==> src/design/bba_pkg.sv <==
// Shared types and codes for the buddy block allocator.
package bba_pkg;

	localparam int OUT_W = 14;
	localparam int SIZE_W = 16;

	localparam logic [1:0] ST_GRANTED   = 2'd0;
	localparam logic [1:0] ST_BAD_SIZE  = 2'd1;
	localparam logic [1:0] ST_NO_MEMORY = 2'd2;

	typedef enum logic [4:0] {
		S_IDLE   = 5'b00001,
		S_SIZE   = 5'b00010,
		S_SEARCH = 5'b00100,
		S_SPLIT  = 5'b01000,
		S_DONE   = 5'b10000
	} seq_state_t;

	typedef struct packed {
		logic       valid;
		logic [1:0] status;
	} res_t;

endpackage

==> src/design/bba_unit.sv <==
// Shared power-of-two unit: size compare and buddy offset add for one level.
module bba_unit #(
	parameter int HEAP_LOG2 = 14
) (
	input  logic [$clog2(HEAP_LOG2+1)-1:0] lvl,
	input  logic [bba_pkg::SIZE_W-1:0]     size,
	input  logic [HEAP_LOG2-1:0]           base,
	output logic                           below,
	output logic [HEAP_LOG2-1:0]           sum
);
	import bba_pkg::*;

	localparam int CW = (HEAP_LOG2 + 1 > SIZE_W + 1) ? HEAP_LOG2 + 1 : SIZE_W + 1;

	logic [CW-1:0] pow;

	assign pow   = CW'(1) << lvl;
	assign below = pow < CW'(size);
	assign sum   = base + HEAP_LOG2'(pow);

endmodule

==> src/design/bba_seq.sv <==
// Sequencer and per-level free state: level pick, upward search, split walk.
module bba_seq #(
	parameter int HEAP_LOG2 = 14
) (
	input  logic                       clk,
	input  logic                       arst_n,
	input  logic                       in_valid,
	output logic                       in_stall,
	input  logic [bba_pkg::SIZE_W-1:0] request_size,
	input  logic                       take,
	output bba_pkg::res_t              res,
	output logic [HEAP_LOG2-1:0]       res_offset
);
	import bba_pkg::*;

	localparam int LEVELS = HEAP_LOG2 + 1;
	localparam int LW = $clog2(LEVELS);
	localparam logic [LW-1:0] TOP = LW'(HEAP_LOG2);
	localparam logic [SIZE_W:0] HEAP_LIM =
		(HEAP_LOG2 >= SIZE_W) ? (SIZE_W+1)'(1 << SIZE_W) : (SIZE_W+1)'(1 << HEAP_LOG2);

	seq_state_t               state_q;
	logic [LW-1:0]            cnt_q;
	logic [LW-1:0]            want_q;
	logic [SIZE_W-1:0]        size_q;
	logic [HEAP_LOG2-1:0]     base_q;
	logic [1:0]               status_q;
	logic [LEVELS-1:0]        has_free_q;
	logic [HEAP_LOG2-1:0]     free_off_q [LEVELS];

	logic [LW-1:0]            cnt_dn;
	logic [LW-1:0]            unit_lvl;
	logic                     below;
	logic [HEAP_LOG2-1:0]     split_off;
	logic                     bad_size;

	assign cnt_dn   = cnt_q - 1'b1;
	assign unit_lvl = (state_q == S_SPLIT) ? cnt_dn : cnt_q;
	assign bad_size = (request_size == '0) || ({1'b0, request_size} > HEAP_LIM);

	bba_unit #(
		.HEAP_LOG2(HEAP_LOG2)
	) u_unit (
		.lvl  (unit_lvl),
		.size (size_q),
		.base (base_q),
		.below(below),
		.sum  (split_off)
	);

	always_ff @(posedge clk or negedge arst_n) begin
		if (!arst_n) begin
			state_q    <= S_IDLE;
			cnt_q      <= '0;
			want_q     <= '0;
			status_q   <= ST_GRANTED;
			base_q     <= '0;
			has_free_q <= LEVELS'(1) << HEAP_LOG2;
			for (int i = 0; i < LEVELS; i++) free_off_q[i] <= '0;
		end else begin
			case (state_q)
				S_IDLE: begin
					if (in_valid) begin
						cnt_q <= '0;
						if (bad_size) begin
							status_q <= ST_BAD_SIZE;
							base_q   <= '0;
							state_q  <= S_DONE;
						end else begin
							state_q <= S_SIZE;
						end
					end
				end
				S_SIZE: begin
					if (cnt_q != TOP && below) begin
						cnt_q <= cnt_q + 1'b1;
					end else begin
						want_q  <= cnt_q;
						state_q <= S_SEARCH;
					end
				end
				S_SEARCH: begin
					if (has_free_q[cnt_q]) begin
						has_free_q[cnt_q] <= 1'b0;
						base_q            <= free_off_q[cnt_q];
						status_q          <= ST_GRANTED;
						state_q           <= (cnt_q == want_q) ? S_DONE : S_SPLIT;
					end else if (cnt_q == TOP) begin
						status_q <= ST_NO_MEMORY;
						base_q   <= '0;
						state_q  <= S_DONE;
					end else begin
						cnt_q <= cnt_q + 1'b1;
					end
				end
				S_SPLIT: begin
					has_free_q[cnt_dn] <= 1'b1;
					free_off_q[cnt_dn] <= split_off;
					cnt_q              <= cnt_dn;
					if (cnt_dn == want_q) state_q <= S_DONE;
				end
				S_DONE: begin
					if (take) state_q <= S_IDLE;
				end
				default: begin
					state_q <= S_IDLE;
				end
			endcase
		end
	end

	// hold the size of the word in flight
	always_ff @(posedge clk) begin
		if (state_q == S_IDLE && in_valid) size_q <= request_size;
	end

	assign in_stall   = (state_q != S_IDLE);
	assign res.valid  = (state_q == S_DONE);
	assign res.status = status_q;
	assign res_offset = base_q;

endmodule

==> src/design/buddy_block_allocator.sv <==
// Allocate-only buddy allocator over a heap of 2^HEAP_LOG2 bytes. One request word
// gives a byte count; one result word gives the granted offset and a status
// (granted, bad size, out of memory). After a request is accepted the block is busy
// until its result is taken: a bad size goes straight to the result; otherwise one
// shared power-of-two unit walks the levels one per cycle, first up to the fitting
// level, then up to the nearest free level (or the top level when none is free),
// then back down while splitting. Input stall stays high for the whole walk; a
// finished result moves into the output register, so the next request is taken while
// it waits there, and only a result still held in that register delays the end of
// the walk.
module buddy_block_allocator #(
	parameter int HEAP_LOG2 = 14
) (
	input  logic                       clk,
	input  logic                       arst_n,
	input  logic                       in_valid,
	output logic                       in_stall,
	input  logic [bba_pkg::SIZE_W-1:0] request_size,
	output logic                       out_valid,
	input  logic                       out_stall,
	output logic [bba_pkg::OUT_W-1:0]  block_offset,
	output logic [1:0]                 grant_status
);
	import bba_pkg::*;

	res_t                 res;
	logic [HEAP_LOG2-1:0] res_offset;
	logic                 take;
	logic                 out_valid_q;
	logic [OUT_W-1:0]     block_offset_q;
	logic [1:0]           grant_status_q;

	bba_seq #(
		.HEAP_LOG2(HEAP_LOG2)
	) u_seq (
		.clk         (clk),
		.arst_n      (arst_n),
		.in_valid    (in_valid),
		.in_stall    (in_stall),
		.request_size(request_size),
		.take        (take),
		.res         (res),
		.res_offset  (res_offset)
	);

	assign take = res.valid && (!out_valid_q || !out_stall);

	always_ff @(posedge clk or negedge arst_n) begin
		if (!arst_n) begin
			out_valid_q <= 1'b0;
		end else if (take) begin
			out_valid_q <= 1'b1;
		end else if (!out_stall) begin
			out_valid_q <= 1'b0;
		end
	end

	always_ff @(posedge clk) begin
		if (take) begin
			block_offset_q <= OUT_W'(res_offset);
			grant_status_q <= res.status;
		end
	end

	assign out_valid    = out_valid_q;
	assign block_offset = block_offset_q;
	assign grant_status = grant_status_q;

	a_status_code: assert property (@(posedge clk) disable iff (!arst_n)
		out_valid |-> (grant_status == ST_GRANTED || grant_status == ST_BAD_SIZE ||
			grant_status == ST_NO_MEMORY))
		else $error("undefined grant status");

	a_error_zero: assert property (@(posedge clk) disable iff (!arst_n)
		out_valid && grant_status != ST_GRANTED |-> block_offset == '0)
		else $error("nonzero offset on refused request");

	a_busy_after_accept: assert property (@(posedge clk) disable iff (!arst_n)
		in_valid && !in_stall |=> in_stall)
		else $error("request taken while previous one still in progress");

endmodule
==> config.mk <==
export PLATFORM = sky130hd
export DESIGN_NAME = buddy_block_allocator
export DESIGN_NICKNAME = d
export VERILOG_FILES = /design/src/design/bba_pkg.sv /design/src/design/bba_unit.sv /design/src/design/bba_seq.sv /design/src/design/buddy_block_allocator.sv
export SDC_FILE = /design/constraint.sdc
export NUM_CORES = 1
export LEC_CHECK = 0
export ABC_CLOCK_PERIOD_IN_PS = 9470
export BUFFER_PORTS_ARGS = -buffer_cell sky130_fd_sc_hd__buf_2
export CORE_MARGIN = 2
export CORE_UTILIZATION = 40
export CTS_BUF_LIST = sky130_fd_sc_hd__clkbuf_2 sky130_fd_sc_hd__clkbuf_4 sky130_fd_sc_hd__clkbuf_8
export CTS_CLUSTER_DIAMETER = 100
export DETAILED_ROUTE_END_ITERATION = 6
export PLACE_DENSITY = 0.59
export REMOVE_ABC_BUFFERS = 1
export SLEW_MARGIN = 25
export SYNTH_ARGS = -nofsm -noshare
export SYNTH_HDL_FRONTEND = slang
export SYNTH_SLANG_ARGS = --single-unit
==> constraint.sdc <==
create_clock -name clk -period 9.47 [get_ports clk]
set_clock_uncertainty 0.2 [all_clocks]
set_input_delay 0.4735 -clock clk [delete_from_list [all_inputs] [get_ports clk]]
set_output_delay 0.4735 -clock clk [all_outputs]
set_load 0.01 [all_outputs]
==> results of run 1 <==
-- synth_stat cells, drive strengths merged (3+ instances only) --
library cell  instances
a21o                 12
buf                  22
nand3b                9
mux4                 59
or3                   3
clkbuf               63
o31ai                 9
nor3b                 3
mux2i                15
nor4                  5
and3                  3
nand4                 3
a22oi                 3
o2111ai               3
nand3                16
xnor2                12
nand2               241
nor2                 43
o21ai               213
inv                  24
or2                   4
nor3                 11
a22o                 14
dfrtp               253
o22ai                 3
nor2b                 4
a21oi                16
ha                   35
a31o                  3
edfxtp               32
xor2                 10
and2                  3
a311oi                3
mux2                 35
o221ai                3
-- through the flow --
step	utilization, %	cells	hold slack [ns]	setup WS [ns]
after floorplan	-	1148	-0.02209	2.431
after global placement	41.93	1662	0.2354	3.596
after detailed placement	41.95	1662	0.2376	3.449
after CTS	45.58	1770	0.2496	3.421
after global routing	45.82	1771	0.2146	3.024
final	45.82	1771	0.1859	3.387
-- power by group --
group / switching (mW) / internal, mW / leakage, nW
Sequential: 0.0617 / 1.30 / 3.85
Clock: 0.508 / 0.672 / 0.565
Combinational: 0.313 / 0.176 / 2.53
-- how the worst max path moves through the flow --
stage                     cells past startpoint  slack, ns                                 to
after floorplan                              16       2.43  u_seq.free_off_q[110]$_DFFE_PN0P_
after global placement                       16       3.60  u_seq.free_off_q[110]$_DFFE_PN0P_
after detailed placement                     16       3.45   u_seq.free_off_q[26]$_DFFE_PN0P_
after CTS                                    16       3.42   u_seq.free_off_q[26]$_DFFE_PN0P_
after global routing                         16       3.02  u_seq.free_off_q[152]$_DFFE_PN0P_
final                                        16       3.39   u_seq.free_off_q[82]$_DFFE_PN0P_
-- area by class of cell --
class | instances | area, um2
Multi-Input combinational cell | 835 | 6058
Sequential cell | 287 | 7351
Clock inverter | 6 | 42.54
Clock buffer | 83 | 1011
Timing Repair Buffer | 79 | 581.8
Fill cell | 3190 | 18580
Inverter | 26 | 97.59
Tap cell | 455 | 569.3
-- routing by layer --
| metal | GRT usage (%) | up-vias | wire, um |
|---|---|---|---|
| li1 | - | 4515 | - |
| met1 | 29.78 | 4819 | 16870 |
| met2 | 32.90 | 283 | 16880 |
| met3 | 3.210 | 78 | 1842 |
| met4 | 7.424 | 2 | 1252 |
| met5 | 0 | - | 12 |
-- registers in the layout, indices dropped and copies added, names as in the netlist --
name              count
u_seq.cnt_q           4
u_seq.res_offset     14
u_seq.free_off_q    210
u_seq.has_free_q     15
block_offset         14
u_seq.want_q          4
grant_status          2
u_seq.status_q        2
out_valid             1
u_seq.size_q         16
u_seq.state_q         5
-- cell usage in the layout (no fill, tap or decap), drive strengths merged, types with 4 or more instances in the layout --
cell           n
dfrtp        253
nand2        241
o21ai        213
clkbuf        83
buf           60
mux4          59
nor2          43
mux2          35
ha            35
edfxtp        32
inv           26
dlygate4sd3   19
nand3         16
a21oi         16
mux2i         15
a22o          14
a21o          12
xnor2         12
nor3          11
xor2          10
nand3b         9
o31ai          9
nor4           5
clkinv         5
nor2b          4
or2            4
-- critical path: stages (launching register included) --
cell and delay (ns):
dfrtp_2 0.84, clkinv_1 0.52, ha_1 0.60, nand3b_1 0.16, nor3_1 0.07, a311oi_2 0.44
nor2_1 0.11, ha_1 0.23, fa_1 0.43, a21o_1 0.24, a221o_1 0.31, a21oi_1 0.16
o31ai_1 0.11, a41o_1 0.29, o41ai_2 0.26, xor2_1 0.73, o21ai_0 0.19
-- kinds of logic (layout without fill, tap and decap cells) --
| family | count (synthesis) | count (layout) | synth area share, % |
|---|---|---|---|
| AND/OR/NAND/NOR | 355 | 355 | 11.07 |
| AO/OA/AOI/OAI | 312 | 312 | 13.93 |
| buffers and inverters | 111 | 194 | 3.338 |
| flip-flops | 287 | 287 | 53.24 |
| adder cells (fa/ha/maj) | 37 | 37 | 3.392 |
| XOR/XNOR | 22 | 22 | 1.451 |
| multiplexers | 109 | 109 | 13.58 |
==> impl_metrics.ini, run 1 <==
[clock_network]
ctsHoldBuffers = 19
cts_buffers = 49
post-cts-setup-buffers = 0
clock-sinks = 287
cts_tree = built
clk_latency_ns = 0.58
ctsResizeCount = 0
cts_max_level = 2
clk_path_buf_depth = 3
clockRootBuffer = clkbuf_8
clk_pin_slew_ns = 0.07

[yosys]
synth_largest_area_cell = dfrtp_1
synth_area_leaders = dfrtp_1 (46%), mux4_2 (9.6%), edfxtp_1 (7.0%)
syn_area_um2 = 13790
syn_inst = 1233
yosys_warnings = 0
async_flop_share_pct = 88.85
synthFlopType = dfrtp_1
yosys.area.top_type_share_pct = 45.90
syn-mean-instance-area_um2 = 11.19
synth_cell_types = 80
ys_seq_area_share_pct = 53.24
synth_edf_count = 32
ys_ff_latch = 287

[critical_path]
crit_required_ns = 9.68
reg2reg_to = u_seq.free_off_q[82]$_DFFE_PN0P_
cp-end-kind = flip-flop
reg2reg_setup_slack_ns = 3.39
worst-setup-path-type = reg -> reg
timing.reg2reg.worst_path_depth = 16
worstSetupStartpointType = flip-flop
path_max_fanout = 31
startpoint = u_seq.cnt_q[1]$_DFFE_PN0P_
cp.arrival_ns = 6.29
r2r_start = u_seq.cnt_q[1]$_DFFE_PN0P_

[floorplanning]
core_area_um2 = 34290
ios = 38
core.rowCount = 68
die-area_um2 = 35990
start_util_pct = 40.23
die_h_um = 189.7
die_width_um = 189.7

[detailed_routing]
firstDrtPassIters = 5
vias = 9697
drt-total-wl_mm = 36.86
ant_nets = 0
drc = 0
drt_iter0_markers = 854
wire_per_inst_um = 20.81
routed_via_density = 5.475

[power]
total_power_mw = 3.027
pwr_density_cell_nw_per_um2 = 192.7
power_leakage_nw = 6.938
irDropWorstVdd_v = 0.0001103

[place]
place_area_um2 = 14380
port_buffers = 37
hpwl_mm = 23.01
gp_congestion = 0.8878

[sta]
tns_ns = 0
max_freq_ghz = 0.1644
rsz0062_at_grt = false
relSlewSlack_pct = 33.16
period_needed_ns = 6.083
tightestPinTransition_ns = 1.003
hold_viol = 0
min_period_over_period_pct = 64.23
slew_violations = 0
finalSetupViolCount = 0

[cells_and_area]
finalInstanceArea_um2 = 15710
final_nets = 1334
drive_gt1_share_pct = 21.66
diodes = 0
area.growth.synth_to_final_pct = 13.90

[grt]
grt_max_degree = 135
grt.overflow.total = 0
antenna_found_initial = 1
grt_pass1_vias = 9633
grt_pass1_wl_mm = 57.29
grt_usage_pct = 20.95

[run]
cap_violations = 0

[min_path]
hold_class = in -> async

[status]
status = complete, no violations
(Power assumes the default switching activity.)
==> run 2: changes to the inputs <==
--- a/config.mk
+++ b/config.mk
@@ -5,7 +5,7 @@
 export SDC_FILE = /design/constraint.sdc
 export NUM_CORES = 1
 export LEC_CHECK = 0
-export ABC_CLOCK_PERIOD_IN_PS = 9470
+export ABC_CLOCK_PERIOD_IN_PS = 6300
 export BUFFER_PORTS_ARGS = -buffer_cell sky130_fd_sc_hd__buf_2
 export CORE_MARGIN = 2
 export CORE_UTILIZATION = 40
==> constraint.sdc (replaced) <==
create_clock -name clk -period 6.3 [get_ports clk]
set_clock_uncertainty 0.2 [all_clocks]
set_input_delay 0.315 -clock clk [delete_from_list [all_inputs] [get_ports clk]]
set_output_delay 0.315 -clock clk [all_outputs]
set_load 0.01 [all_outputs]
==> run 2 against run 1 <==
  * Non-clock buffer count increased by 7
  * Power rose by 52%
  * Hold slack lost 0.047 ns
  * Cell area is 0.14% higher
  * Count of clock-buffer cells in the layout is 7 lower
  * Flip-flop and latch count stayed put
  * Maximum frequency is 14% higher
  * Worst setup slack lost 2.4 ns
  * Register-to-register slack got worse by 2.4 ns
  * First-iteration DRC count shrank 0.82%
  * Critical endpoint is now u_seq.free_off_q[151]$_DFFE_PN0P_
  * Highest routed layer is now met4
==> impl_metrics.ini, run 2 (same netlist as run 1, synthesis figures left out) <==
[sta]
hold_viol = 0
whs_ns = 0.1389
min_period_over_period_pct = 84.85
slew_violations = 0
relSlewSlack_pct = 31.35
finalSetupViolCount = 0
rsz0062_at_grt = false
max_freq_ghz = 0.1871
tightestPinTransition_ns = 1.030
period_needed_ns = 5.345

[critical_path]
timing.critical_path.buf_inv = 2
cpPeakStageDelay_ns = 0.73
path_cells = nor2b_1 > nand2_1 > inv_1 > buf_4 > ha_1 > o21ai_0 > nor2_1 > ha_1 > a31o_2 > a41o_1 > a31oi_1 > o31a_1 > o21ai_2 > and4b_1 > nor3_2 > o21ai_0
cp.arrival_ns = 5.54
path_max_fanout = 20
crit_required_ns = 6.49
worst-setup-path-type = reg -> reg
reg2reg_setup_slack_ns = 0.95
cp_slowest_cell = nor3_2
critical_path.top_delay_family = simple AND/OR/NAND/NOR gates
cp-end-kind = flip-flop
worstSetupStartpointType = flip-flop

[power]
p_clk_share_pct = 39.8
irDropWorstVdd_v = 0.0001628
pwr_density_cell_nw_per_um2 = 292.2
p_seq_share_pct = 43.5
total_power_mw = 4.598
p_sw_mw = 1.301
power_frac_comb_pct = 16.7
power_leakage_nw = 6.971
switching_share_pct = 28.29
p_int_mw = 3.297

[grt]
grt-busiest-layer = met2
grt_pass1_vias = 9893
grtUsageMet2_pct = 34.50
grt.overflow.total = 0
grt_max_degree = 161
grt.met3_usage_pct = 3.081
antenna_found_initial = 0
grt_usage_pct = 20.96
grt_pass1_wl_mm = 57.64
grtUsageMet1_pct = 28.66

[clock_network]
clockRootBuffer = clkbuf_8
cts_max_level = 2
clk_latency_ns = 0.56
cts_buffers = 49
clk_path_buf_depth = 3
clk_pin_slew_ns = 0.06
ctsResizeCount = 0
clock-sinks = 287
cts_tree = built

[place]
hpwl_mm = 23.34
gp_congestion = 0.8709
port_buffers = 37
place_area_um2 = 14460

[cells_and_area]
diodes = 0
register_area_um2 = 7351
layout_commonest_cell = dfrtp_1
multi_input_area_um2 = 6015
final_nets = 1341
largest_register_ffs = 210
mostFrequentLayoutCells = dfrtp_1 (250), nand2_1 (241), o21ai_0 (190), mux4_2 (59), clkbuf_8 (54)
finalInstanceArea_um2 = 15730
drive_gt1_share_pct = 21.53
area.growth.synth_to_final_pct = 14.06
top_register = u_seq.free_off_q
top_regs = u_seq.free_off_q: 210 flops, u_seq.size_q: 16 flops, u_seq.has_free_q: 15 flops
n_fill_cell = 3209

[floorplanning]
start_util_pct = 40.23
die-area_um2 = 35990
die_h_um = 189.7
core.rowCount = 68
core_area_um2 = 34290
die_width_um = 189.7
ios = 38

[status]
status = complete, no violations

[detailed_routing]
drt-total-wl_mm = 36.45
drt_iter0_markers = 847
ant_nets = 0
wire_per_inst_um = 20.49
routed_via_density = 5.460
drc = 0
firstDrtPassIters = 5
vias = 9714

[min_path]
hold_class = in -> async

[run]
cap_violations = 0
-- run 2: routing by layer --
metal / vias to the layer above / routed length, um
met5: - / 0
met1: 4835 / 16500
met3: 60 / 1690
li1: 4550 / -
met2: 269 / 17210
met4: 0 / 1045
-- run 2: final timing paths --
| kind | from | to | cells after the start |
|---|---|---|---|
| worst max-delay path | u_seq.state_q[3]$_DFFE_PN0P_ | u_seq.free_off_q[151]$_DFFE_PN0P_ | 16 |
| worst max register to register | u_seq.state_q[3]$_DFFE_PN0P_ | u_seq.free_off_q[151]$_DFFE_PN0P_ | 16 |
| min in group clk | u_seq.status_q[0]$_DFFE_PN0P_ | grant_status[0]$_DFFE_PP_ | 0 |
| worst min register to register | u_seq.status_q[0]$_DFFE_PN0P_ | grant_status[0]$_DFFE_PP_ | 0 |
| max in group asynchronous | arst_n | u_seq.has_free_q[6]$_DFFE_PN0P_ | 3 |
| worst min-delay path | arst_n | u_seq.free_off_q[161]$_DFFE_PN0P_ | 2 |
-- run 2: what timing repair did --
item / 4_1_cts / 5_1_grt
setup buffers: 0 / 0
hold endpoints to repair: 113 / 0
hold buffers: 19 / 0
-- run 2: metrics by stage --
stage	setup TNS, ns	std cells	worst slack (ns)	utilization (%)
floorplan	-62.88	1148	-0.7388	-
global placement	0	1670	1.223	42.14
detailed placement	0	1670	1.094	42.17
CTS	0	1779	1.079	45.87
global route	0	1779	0.6801	45.89
finish	0	1779	0.9547	45.89
-- run 2: power by group through the flow --
stage / clock network [mW] / logic (mW) / registers, mW
after global placement: 0 / 0.759 / 2.03
after CTS: 1.87 / 0.772 / 2.00
final: 1.83 / 0.767 / 2.00
after global routing: 1.97 / 0.842 / 2.01
after floorplan: 0 / 0.433 / 2.09
after detailed placement: 0 / 0.760 / 2.03
-- run 2: cell type report --
type	instances	area share, %
timing repair buffer	86	3.960
tap	455	3.618
clock buffer	76	5.773
clock inverter	14	1.082
multi-input combinational	835	38.23
inverter	26	0.6203
sequential	287	46.72
